==> config.mk <==
export PLATFORM = sky130hd
export DESIGN_NAME = dpsa_ctrl
export DESIGN_NICKNAME = d
export VERILOG_FILES = /design/src/hw/rtl/dpsa_pkg.sv /design/src/hw/rtl/dpsa_ctrl.sv
export SDC_FILE = /design/constraint.sdc
export NUM_CORES = 1
export LEC_CHECK = 0
export BUFFER_PORTS_ARGS = -buffer_cell sky130_fd_sc_hd__buf_2
export CAP_MARGIN = 20
export CELL_PAD_IN_SITES_DETAIL_PLACEMENT = 1
export CELL_PAD_IN_SITES_GLOBAL_PLACEMENT = 1
export CORE_AREA = 5 5 42 44
export DETAILED_ROUTE_END_ITERATION = 10
export DIE_AREA = 0 0 47 49
export PLACE_DENSITY = 0.49
export SYNTH_ARGS = -nofsm -noshare
export SYNTH_HDL_FRONTEND = slang
export SYNTH_SLANG_ARGS = --single-unit
==> constraint.sdc <==
create_clock -name clock -period 2.5 [get_ports clock]
set_input_delay 0.5 -clock clock [delete_from_list [all_inputs] [get_ports clock]]
set_output_delay 0.5 -clock clock [all_outputs]
set_load 0.01 [all_outputs]
==> src/hw/rtl/dpsa_pkg.sv <==
// Shared types and constants for the dual pair sample arithmetic block.
`default_nettype none
package dpsa_pkg;

   localparam int SAMPLE_W   = 32;
   localparam int CHAN_W     = 4;
   localparam int CSR_ADDR_W = 3;
   localparam int CSR_DATA_W = 32;
   localparam int EPS_W      = 17;
   localparam int REQ_DATA_W = 136;
   localparam int RSP_DATA_W = 264;
   localparam int NUM_VALUES = 8;

   // Register indexes
   localparam logic [CSR_ADDR_W-1:0] REG_DIV_ZERO_HOLD = 3'd0;
   localparam logic [CSR_ADDR_W-1:0] REG_ABS_INT_FRAC  = 3'd1;
   localparam logic [CSR_ADDR_W-1:0] REG_CLIP_LOW      = 3'd2;
   localparam logic [CSR_ADDR_W-1:0] REG_CLIP_HIGH     = 3'd3;
   localparam logic [CSR_ADDR_W-1:0] REG_DIV_EPSILON   = 3'd4;

   // Result groups
   localparam logic GROUP_AB = 1'b0;
   localparam logic GROUP_CD = 1'b1;

   typedef enum logic [2:0] {
      ST_IDLE,
      ST_FETCH,
      ST_DIVIDE,
      ST_SEND_AB,
      ST_SEND_CD
   } state_type;

   typedef struct packed {
      logic load;     // capture request, read held quotients
      logic start;    // launch dividers, register first stage values
      logic store;    // finish quotients, write back held values
      logic sel_cd;   // present the CD result
   } cmd_type;

   typedef struct packed {
      logic div_done;
   } status_type;

   // Saturate a wide signed value to 32 bits
   function automatic logic signed [SAMPLE_W-1:0] sat32(input logic signed [64:0] x);
      logic signed [64:0] hi;
      logic signed [64:0] lo;
      hi = 65'sh0_7FFF_FFFF;
      lo = -65'sh0_8000_0000;
      if (x > hi) begin
         sat32 = 32'sh7FFF_FFFF;
      end else if (x < lo) begin
         sat32 = 32'sh8000_0000;
      end else begin
         sat32 = x[SAMPLE_W-1:0];
      end
   endfunction

endpackage
`default_nettype wire

==> src/hw/rtl/dpsa_ctrl.sv <==
// Controller state machine: sequences capture, division and the two results.
`default_nettype none
module dpsa_ctrl (
   input  wire logic                  clock,
   input  wire logic                  reset,
   input  wire logic                  req_tvalid,
   output      logic                  req_tready,
   output      logic                  rsp_tvalid,
   input  wire logic                  rsp_tready,
   output      logic                  rsp_tlast,
   output      logic                  rsp_tuser,
   input  wire dpsa_pkg::status_type  status,
   output      dpsa_pkg::cmd_type     cmd
);
   dpsa_pkg::state_type state_ff, state_in;

   always_ff @(posedge clock) begin
      if (reset) begin
         state_ff <= dpsa_pkg::ST_IDLE;
      end else begin
         state_ff <= state_in;
      end
   end

   // Next state
   always_comb begin
      state_in = state_ff;
      unique case (state_ff)
         dpsa_pkg::ST_IDLE:    if (req_tvalid) state_in = dpsa_pkg::ST_FETCH;
         dpsa_pkg::ST_FETCH:   state_in = dpsa_pkg::ST_DIVIDE;
         dpsa_pkg::ST_DIVIDE:  if (status.div_done) state_in = dpsa_pkg::ST_SEND_AB;
         dpsa_pkg::ST_SEND_AB: if (rsp_tready) state_in = dpsa_pkg::ST_SEND_CD;
         dpsa_pkg::ST_SEND_CD: if (rsp_tready) state_in = dpsa_pkg::ST_IDLE;
         default:              state_in = dpsa_pkg::ST_IDLE;
      endcase
   end

   // Outputs
   always_comb begin
      req_tready = 1'b0;
      rsp_tvalid = 1'b0;
      rsp_tlast  = 1'b0;
      rsp_tuser  = dpsa_pkg::GROUP_AB;
      cmd        = '0;
      unique case (state_ff)
         dpsa_pkg::ST_IDLE: begin
            req_tready = 1'b1;
            cmd.load   = req_tvalid;
         end
         dpsa_pkg::ST_FETCH: begin
            cmd.start = 1'b1;
         end
         dpsa_pkg::ST_DIVIDE: begin
            cmd.store = status.div_done;
         end
         dpsa_pkg::ST_SEND_AB: begin
            rsp_tvalid = 1'b1;
         end
         dpsa_pkg::ST_SEND_CD: begin
            rsp_tvalid = 1'b1;
            rsp_tlast  = 1'b1;
            rsp_tuser  = dpsa_pkg::GROUP_CD;
            cmd.sel_cd = 1'b1;
         end
         default: ;
      endcase
   end
endmodule
`default_nettype wire

==> results of run 1 <==
==> cell type report <==
cell class,count,share of cell area (%)
flip-flops and latches,3,20.9
repair buffers,12,20.9
clock buffers,4,9.13
well taps,16,6.96
multi-input cells,17,42.2
==> metal layers <==
metal	track usage [%]	vias to the layer above	wire [um]
li1	-	107	-
met1	6.59	90	217
met2	8.37	9	267
met3	1.11	3	45
met4	8.29	0	30
met5	0	-	0
==> logic make-up after synthesis <==
group                  count (synthesis)  synth area share, %
DFF                                    3                 29.8
and+or+nand+nor                       13                 42.2
AOI/OAI and AO/OA                      4                 18.0
buffers and inverters                  3                 9.93
==> worst min-delay path by stage <==
stage / to / slack (ps)
after floorplan: state_ff[0]$_SDFFE_PP0P_ / 500
after global placement: state_ff[0]$_SDFFE_PP0P_ / 550
after detailed placement: state_ff[0]$_SDFFE_PP0P_ / 570
after CTS: state_ff[0]$_SDFFE_PP0P_ / 460
after global routing: state_ff[0]$_SDFFE_PP0P_ / 470
final: state_ff[0]$_SDFFE_PP0P_ / 470
==> worst reg2reg max path, cell delays in order, from the launching register on <==
cell                        delay [ps]
sky130_fd_sc_hd__dfxtp_1           430
sky130_fd_sc_hd__nor2b_1            70
sky130_fd_sc_hd__a211oi_1          300
sky130_fd_sc_hd__a2111oi_2          90
==> power groups by stage <==
stage	registers (uW)	clock network, uW	logic, uW
4_1_cts	62.9	92.8	49.0
3_5_place_dp	63.7	0	48.7
6_report	62.9	85.7	47.5
2_1_floorplan	57.7	0	35.4
3_3_place_gp	63.3	0	47.6
5_1_grt	63.9	95.3	53.3
==> metrics by stage <==
step / hold WS (ps) / instance area, um2 / worst slack, ps / util (%)
2_1_floorplan: 505 / 201 / 992 / -
3_3_place_gp: 554 / 262 / 917 / 18.7
3_5_place_dp: 568 / 262 / 877 / 18.7
4_1_cts: 460 / 288 / 621 / 20.5
5_1_grt: 468 / 288 / 549 / 20.5
6_report: 466 / 288 / 647 / 20.5
==> impl_table.tex, run 1 <==
\begin{tabular}{lr}
\hline
Metric & Value \\
\hline
\multicolumn{2}{l}{\textbf{Setup path}} \\
Critical path class & flop to output pin \\
Cells traversed along the worst timing path & nor2\_1 > and2\_2 > a21o\_2 > buf\_2 \\
Setup slack, reg-to-reg & 1460 ps \\
Crit-path max FO & 9 \\
Critical Path RT & 2000 ps \\
Total stage count of the critical path & 4 \\
Slowest cell on the critical path & sky130\_fd\_sc\_hd\_\_dfxtp\_1 \\
Launch point of the critical path & state\_ff[0]\$\_SDFFE\_PP0P\_ \\
Sum of buffers and inverters on the critical path & 1 \\
Critical path endpoint & rsp\_tvalid \\
Start of the worst register-to-register path & state\_ff[1]\$\_SDFFE\_PP0P\_ \\
Delay-heaviest family, CP & flip-flops \\
Data arrival at the endpoint of the critical path & 1350 ps \\
Crit. End Element & output pin \\
Startpoint Class & flop \\
Largest stage delay, worst path & 460 ps \\
Endpoint of the worst-slack reg-to-reg timing path & state\_ff[0]\$\_SDFFE\_PP0P\_ \\
Logic depth of the worst register-to-register path & 3 \\
\multicolumn{2}{l}{\textbf{Timing}} \\
Final setup fails & 0 \\
Highest clock frequency the design can meet & 540 MHz \\
Rel. slew slack & 79.6\% \\
Fin. max-slew vios & 0 \\
Unrepaired setup endpoints after global routing & false \\
Post-route setup TNS & 0 ps \\
Final Critical Period & 1850 ps \\
Worst Max-Slew Pin Slew & 304 ps \\
Final number of hold-violating endpoints & 0 \\
Final setup skew & 2.02 ps \\
Period utilisation layout & 74.1\% \\
\multicolumn{2}{l}{\textbf{Cells and area}} \\
Area of all sequential standard cells & 60.1 um2 \\
Layout net count & 42 \\
Share of post-route cells with drive strength above 1 & 55.6\% \\
Count of non-filler cells in the finished layout & 52 \\
Largest Register & state\_ff \\
Commonest cells after routing, fill and taps aside & sky130\_fd\_sc\_hd\_\_buf\_2 (12), sky130\_fd\_sc\_hd\_\_clkbuf\_4 (3), sky130\_fd\_sc\_hd\_\_dfxtp\_1 (3) \\
Top Registers & state\_ff x3 \\
N\_diodes & 0 \\
Flip-flop count of the largest register, all copies and words added & 3 \\
\# fillers & 189 \\
Area added between synthesis and finish & 42.9\% \\
Area taken by multi-input logic gates & 121 um2 \\
Most frequent standard cell in the layout excluding fill and tap cells & sky130\_fd\_sc\_hd\_\_buf\_2 \\
\multicolumn{2}{l}{\textbf{GRT}} \\
Total congestion overflow after global routing & 0 \\
Global-route wire length before repair & 959 um \\
Largest net degree at the start of global routing & 10 \\
Overall routing resource usage & 6.20\% \\
Via count of the first global-routing pass & 231 \\
Initial antenna violation count & 0 \\
\multicolumn{2}{l}{\textbf{Synthesis}} \\
Top cell type by total area after synthesis & sky130\_fd\_sc\_hd\_\_dfxtp\_1 \\
Top cells by area in the synthesized netlist & sky130\_fd\_sc\_hd\_\_dfxtp\_1 (30\%), sky130\_fd\_sc\_hd\_\_a2111oi\_2 (7.5\%), sky130\_fd\_sc\_hd\_\_buf\_4 (7.5\%) \\
Synth top cells by count & sky130\_fd\_sc\_hd\_\_dfxtp\_1 (3), sky130\_fd\_sc\_hd\_\_buf\_4 (2), sky130\_fd\_sc\_hd\_\_nor2b\_1 (2) \\
Synth Warn \# & 0 \\
Syn avg cell area & 8.76 um2 \\
Library cell with the highest instance count after synthesis & sky130\_fd\_sc\_hd\_\_dfxtp\_1 \\
Primary FF master, synth & sky130\_fd\_sc\_hd\_\_dfxtp\_1 \\
Share of Yosys cell area claimed by the top area cell type & 29.8\% \\
Syn Std Cell Area & 201 um2 \\
Netlist cell types & 19 \\
Part of the Yosys area used for sequential elements & 29.8\% \\
Syn Nets & 28 \\
Post-synth ARST share & 0\% \\
EDFF count, synth & 0 \\
Post-Synthesis Cells & 23 \\
Count of state elements after synthesis & 3 \\
\multicolumn{2}{l}{\textbf{Floorplan}} \\
Initial core utilization & 14.4\% \\
Die area & 0.00230 mm2 \\
I/O pin cnt & 13 \\
Cell Rows & 14 \\
Die Wd & 47 um \\
Floorplan Core Area & 0.00140 mm2 \\
Die height & 49 um \\
\multicolumn{2}{l}{\textbf{Placed design}} \\
GP Congestion & 0.655 \\
Placed cell count & 48 \\
HPWL after detailed placement & 457 um \\
IO Port Bufs & 12 \\
\multicolumn{2}{l}{\textbf{Clock tree}} \\
H-tree depth reported by CTS & 1 \\
Worst-path clk slew & 30 ps \\
Number of buffers created by CTS & 3 \\
Worst-Skew Late Latency & 230 ps \\
Post-cts sizing count & 0 \\
Clock tree from TritonCTS & built \\
Total of hold buffers inserted after clock tree synthesis & 0 \\
Max clock buf depth & 2 \\
CTS Root Cell & sky130\_fd\_sc\_hd\_\_clkbuf\_4 \\
Clk sink count & 3 \\
Number of buffers added for setup after CTS & 0 \\
\multicolumn{2}{l}{\textbf{Detailed routing}} \\
Wire length reported by the detailed router & 561 um \\
Mean routed wirelength per cell & 10.8 um \\
Remaining design rule violation count & 0 \\
Total number of vias & 209 \\
Vias per cell & 4.02 \\
Number of violations reported at the end of detailed-routing iteration 0 & 3 \\
Remaining number of nets flagged by the antenna check after routing & 0 \\
Number of search-and-repair iterations in the first detailed-routing pass & 2 \\
\multicolumn{2}{l}{\textbf{Power}} \\
Power, Total & 196 uW \\
Combinational power share & 24.2\% \\
Switching share of power & 30.2\% \\
Total power density per cell area & 681 mW/mm2 \\
Int Pwr & 137 uW \\
Leakage & 0.000140 uW \\
NetSw & 59.3 uW \\
Clock power share & 43.7\% \\
VDD IR-drop max & 0.155 mV \\
Part of the power in registers & 32.1\% \\
\multicolumn{2}{l}{\textbf{Worst hold path}} \\
Tightest Hold Check Type & input port to flop \\
Number of cells on the worst hold path & 2 \\
Start point of the worst hold path & reset \\
\multicolumn{2}{l}{\textbf{Job}} \\
Maximum capacitance violations & 0 \\
\multicolumn{2}{l}{\textbf{Outcome}} \\
Outcome & finished, final reports clean \\
\hline
\end{tabular}
Power figures use the tool's default switching activity.
==> inputs of run 2 (changes only) <==
- PLACE_DENSITY: 0.49 -> 0.51
- clock period: 2.5 -> 1.7 ns (I/O delays scaled with it)
==> run 2 against run 1 <==
  * Register-to-register slack worse by 710 ps
  * Hold slack worse by 160 ps
  * Clock skew is 0.88 ps lower
  * Sequential cell count stayed put
  * Largest power group unchanged
  * Highest routed layer is now met3
==> impl_table.tex, run 2 (synthesized netlist as in run 1, its figures left out) <==
\begin{tabular}{lr}
\hline
Metric & Value \\
\hline
\multicolumn{2}{l}{\textbf{Power}} \\
VDD IR-drop max & 0.289 mV (+87\%) \\
Leakage & 0.000146 uW (+3.9\%) \\
Total power density per cell area & 987 mW/mm2 (+45\%) \\
\multicolumn{2}{l}{\textbf{Timing}} \\
Rel. slew slack & 80.8\% (+1.2 points) \\
Highest clock frequency the design can meet & 639 MHz \\
Final Critical Period & 1570 ps \\
Unrepaired setup endpoints after global routing & false \\
Worst Max-Slew Pin Slew & 286 ps (-17.5 ps) \\
Post-route setup TNS & 0 ps (unchanged) \\
Final worst setup slack & 134 ps (-513 ps) \\
Final number of hold-violating endpoints & 0 (unchanged) \\
Final setup skew & 1.14 ps (-0.883 ps) \\
Fin. max-slew vios & 0 (unchanged) \\
Period utilisation layout & 92.1\% \\
Final setup fails & 0 (unchanged) \\
\multicolumn{2}{l}{\textbf{GRT}} \\
Total congestion overflow after global routing & 0 (unchanged) \\
Overall routing resource usage & 5.49\% (-0.71 points) \\
Initial antenna violation count & 0 (unchanged) \\
Via count of the first global-routing pass & 221 (-4.3\%) \\
Largest net degree at the start of global routing & 9 (-1) \\
Global-route wire length before repair & 869 um (-9.4\%) \\
\multicolumn{2}{l}{\textbf{Detailed routing}} \\
Remaining design rule violation count & 0 (unchanged) \\
Wire length reported by the detailed router & 525 um (-6.4\%) \\
Total number of vias & 219 (+4.8\%) \\
Number of violations reported at the end of detailed-routing iteration 0 & 1 (-2) \\
Vias per cell & 4.13 (+2.8\%) \\
Remaining number of nets flagged by the antenna check after routing & 0 (unchanged) \\
Routed wl met3 & 47 um (+4.4\%) \\
M1 WL & 214 um (-1.4\%) \\
Number of search-and-repair iterations in the first detailed-routing pass & 2 (unchanged) \\
Mean routed wirelength per cell & 9.91 um (-8.2\%) \\
Top metal layer carrying routed signals & met3 \\
Met2 routed wirelength & 263 um (-1.5\%) \\
\multicolumn{2}{l}{\textbf{Clock tree}} \\
CTS Root Cell & sky130\_fd\_sc\_hd\_\_clkbuf\_4 \\
Number of buffers added for setup after CTS & 0 (unchanged) \\
Total of hold buffers inserted after clock tree synthesis & 0 (unchanged) \\
Max clock buf depth & 2 (unchanged) \\
Number of buffers created by CTS & 3 (unchanged) \\
Clock tree from TritonCTS & built \\
Clk sink count & 3 (unchanged) \\
Worst-path clk slew & 40 ps (about the same) \\
H-tree depth reported by CTS & 1 (unchanged) \\
Worst-Skew Late Latency & 230 ps (about the same) \\
\multicolumn{2}{l}{\textbf{Job}} \\
Maximum capacitance violations & 0 (unchanged) \\
\multicolumn{2}{l}{\textbf{Cells and area}} \\
Share of post-route cells with drive strength above 1 & 59.5\% (+3.9 points) \\
Area of all sequential standard cells & 61.3 um2 (+2.1\%) \\
Largest Register & state\_ff \\
Flip-flop count of the largest register, all copies and words added & 3 (unchanged) \\
Most frequent standard cell in the layout excluding fill and tap cells & sky130\_fd\_sc\_hd\_\_buf\_2 \\
Commonest cells after routing, fill and taps aside & sky130\_fd\_sc\_hd\_\_buf\_2 (12), sky130\_fd\_sc\_hd\_\_clkbuf\_4 (3), sky130\_fd\_sc\_hd\_\_nor2b\_1 (2), sky130\_fd\_sc\_hd\_\_dfxtp\_1 (2) \\
Area taken by multi-input logic gates & 121 um2 (unchanged) \\
Layout net count & 43 (+2.4\%) \\
N\_diodes & 0 (unchanged) \\
Area added between synthesis and finish & 47.2\% \\
\# fillers & 182 (-3.7\%) \\
Top Registers & state\_ff x3 \\
\multicolumn{2}{l}{\textbf{Outcome}} \\
Outcome & finished, final reports clean \\
\multicolumn{2}{l}{\textbf{Setup path}} \\
Endpoint of the worst-slack reg-to-reg timing path & state\_ff[0]\$\_SDFFE\_PP0P\_ \\
Setup slack, reg-to-reg & 750 ps (-710 ps) \\
Startpoint Class & flop \\
Logic depth of the worst register-to-register path & 3 (unchanged) \\
Critical path class & flop to output pin \\
Crit-path max FO & 8 (-1) \\
Data arrival at the endpoint of the critical path & 1230 ps (-120 ps) \\
Start of the worst register-to-register path & state\_ff[0]\$\_SDFFE\_PP0P\_ \\
Crit. End Element & output pin \\
Critical Path RT & 1360 ps (-640 ps) \\
\multicolumn{2}{l}{\textbf{Floorplan}} \\
Floorplan Core Area & 0.00140 mm2 (unchanged) \\
Die area & 0.00230 mm2 (unchanged) \\
I/O pin cnt & 13 (unchanged) \\
Die height & 49 um (unchanged) \\
Initial core utilization & 14.4\% (unchanged) \\
Cell Rows & 14 (unchanged) \\
Die Wd & 47 um (unchanged) \\
\multicolumn{2}{l}{\textbf{Placed design}} \\
GP Congestion & 0.656 (+0.24\%) \\
Worst slack after detailed placement & 293 ps (-584 ps) \\
IO Port Bufs & 12 (unchanged) \\
HPWL after detailed placement & 416 um (-9.0\%) \\
\multicolumn{2}{l}{\textbf{Worst hold path}} \\
Number of cells on the worst hold path & 2 (unchanged) \\
End of the worst hold path & state\_ff[2]\$\_SDFFE\_PP0P\_ \\
Tightest Hold Check Type & input port to flop \\
Start point of the worst hold path & reset \\
\hline
\end{tabular}
[run 2: changes by cell type in the layout (fill, tap and decap cells not counted)]
| cell | delta |
|---|---|
| sky130_fd_sc_hd__buf_4 | +1 |
| sky130_fd_sc_hd__dfxtp_1 | -1 |
| sky130_fd_sc_hd__dfxtp_2 | +1 |
[run 2: critical path, stage by stage (launching register included)]
cell,delay [ps]
sky130_fd_sc_hd__dfxtp_2,380
sky130_fd_sc_hd__nor2_1,90
sky130_fd_sc_hd__and2_2,210
sky130_fd_sc_hd__a21o_2,180
sky130_fd_sc_hd__buf_2,130
[run 2: worst max path at each step]
stage | endpoint | from | slack, ps | depth (start not counted)
after floorplan | cmd[3] | state_ff[0]$_SDFFE_PP0P_ | 350 | 3
after global placement | rsp_tvalid | state_ff[1]$_SDFFE_PP0P_ | 310 | 4
after detailed placement | rsp_tvalid | state_ff[1]$_SDFFE_PP0P_ | 290 | 4
after CTS | rsp_tvalid | state_ff[1]$_SDFFE_PP0P_ | 40 | 4
after global routing | cmd[3] | state_ff[0]$_SDFFE_PP0P_ | 60 | 4
final | rsp_tvalid | state_ff[1]$_SDFFE_PP0P_ | 130 | 4
[run 2: routing by layer]
metal | vias to the layer above | global-route usage [%]
met5 | - | 0
met4 | 0 | 5.53
met3 | 0 | 2.58
met2 | 7 | 7.01
met1 | 104 | 6.13
li1 | 108 | -
[run 2: what timing repair did]
item | in CTS | in global routing
endpoints found under the hold margin | 0 | 0
resized for setup | 0 | 1
setup endpoints to repair | 0 | 1
[run 2: power breakdown]
group / switching [uW] / internal (uW)
sequential: 8.21 / 78.9
clock: 36.7 / 88.0
combinational: 41.8 / 39.2
total: 86.7 / 206
[run 2: stage by stage]
| stage | util, % | hold WS (ps) | instance area [um2] | cells | power, uW |
|---|---|---|---|---|---|
| 3_5_place_dp | 19.2 | 547 | 269 | 49 | 170 |
| 6_report | 21.2 | 309 | 297 | 53 | 293 |
| 3_3_place_gp | 19.2 | 553 | 269 | 49 | 171 |
| 5_1_grt | 21.2 | 293 | 297 | 53 | 325 |
| 2_1_floorplan | - | 409 | 201 | 23 | 137 |
| 4_1_cts | 21.1 | 297 | 295 | 53 | 302 |
[run 2: area by class of cell]
class                           instances  share of cell area (%)
Multi-Input combinational cell         17                    40.9
Timing Repair Buffer                   13                    22.8
Sequential cell                         3                    20.7
Clock buffer                            4                    8.86
Tap cell                               16                    6.75
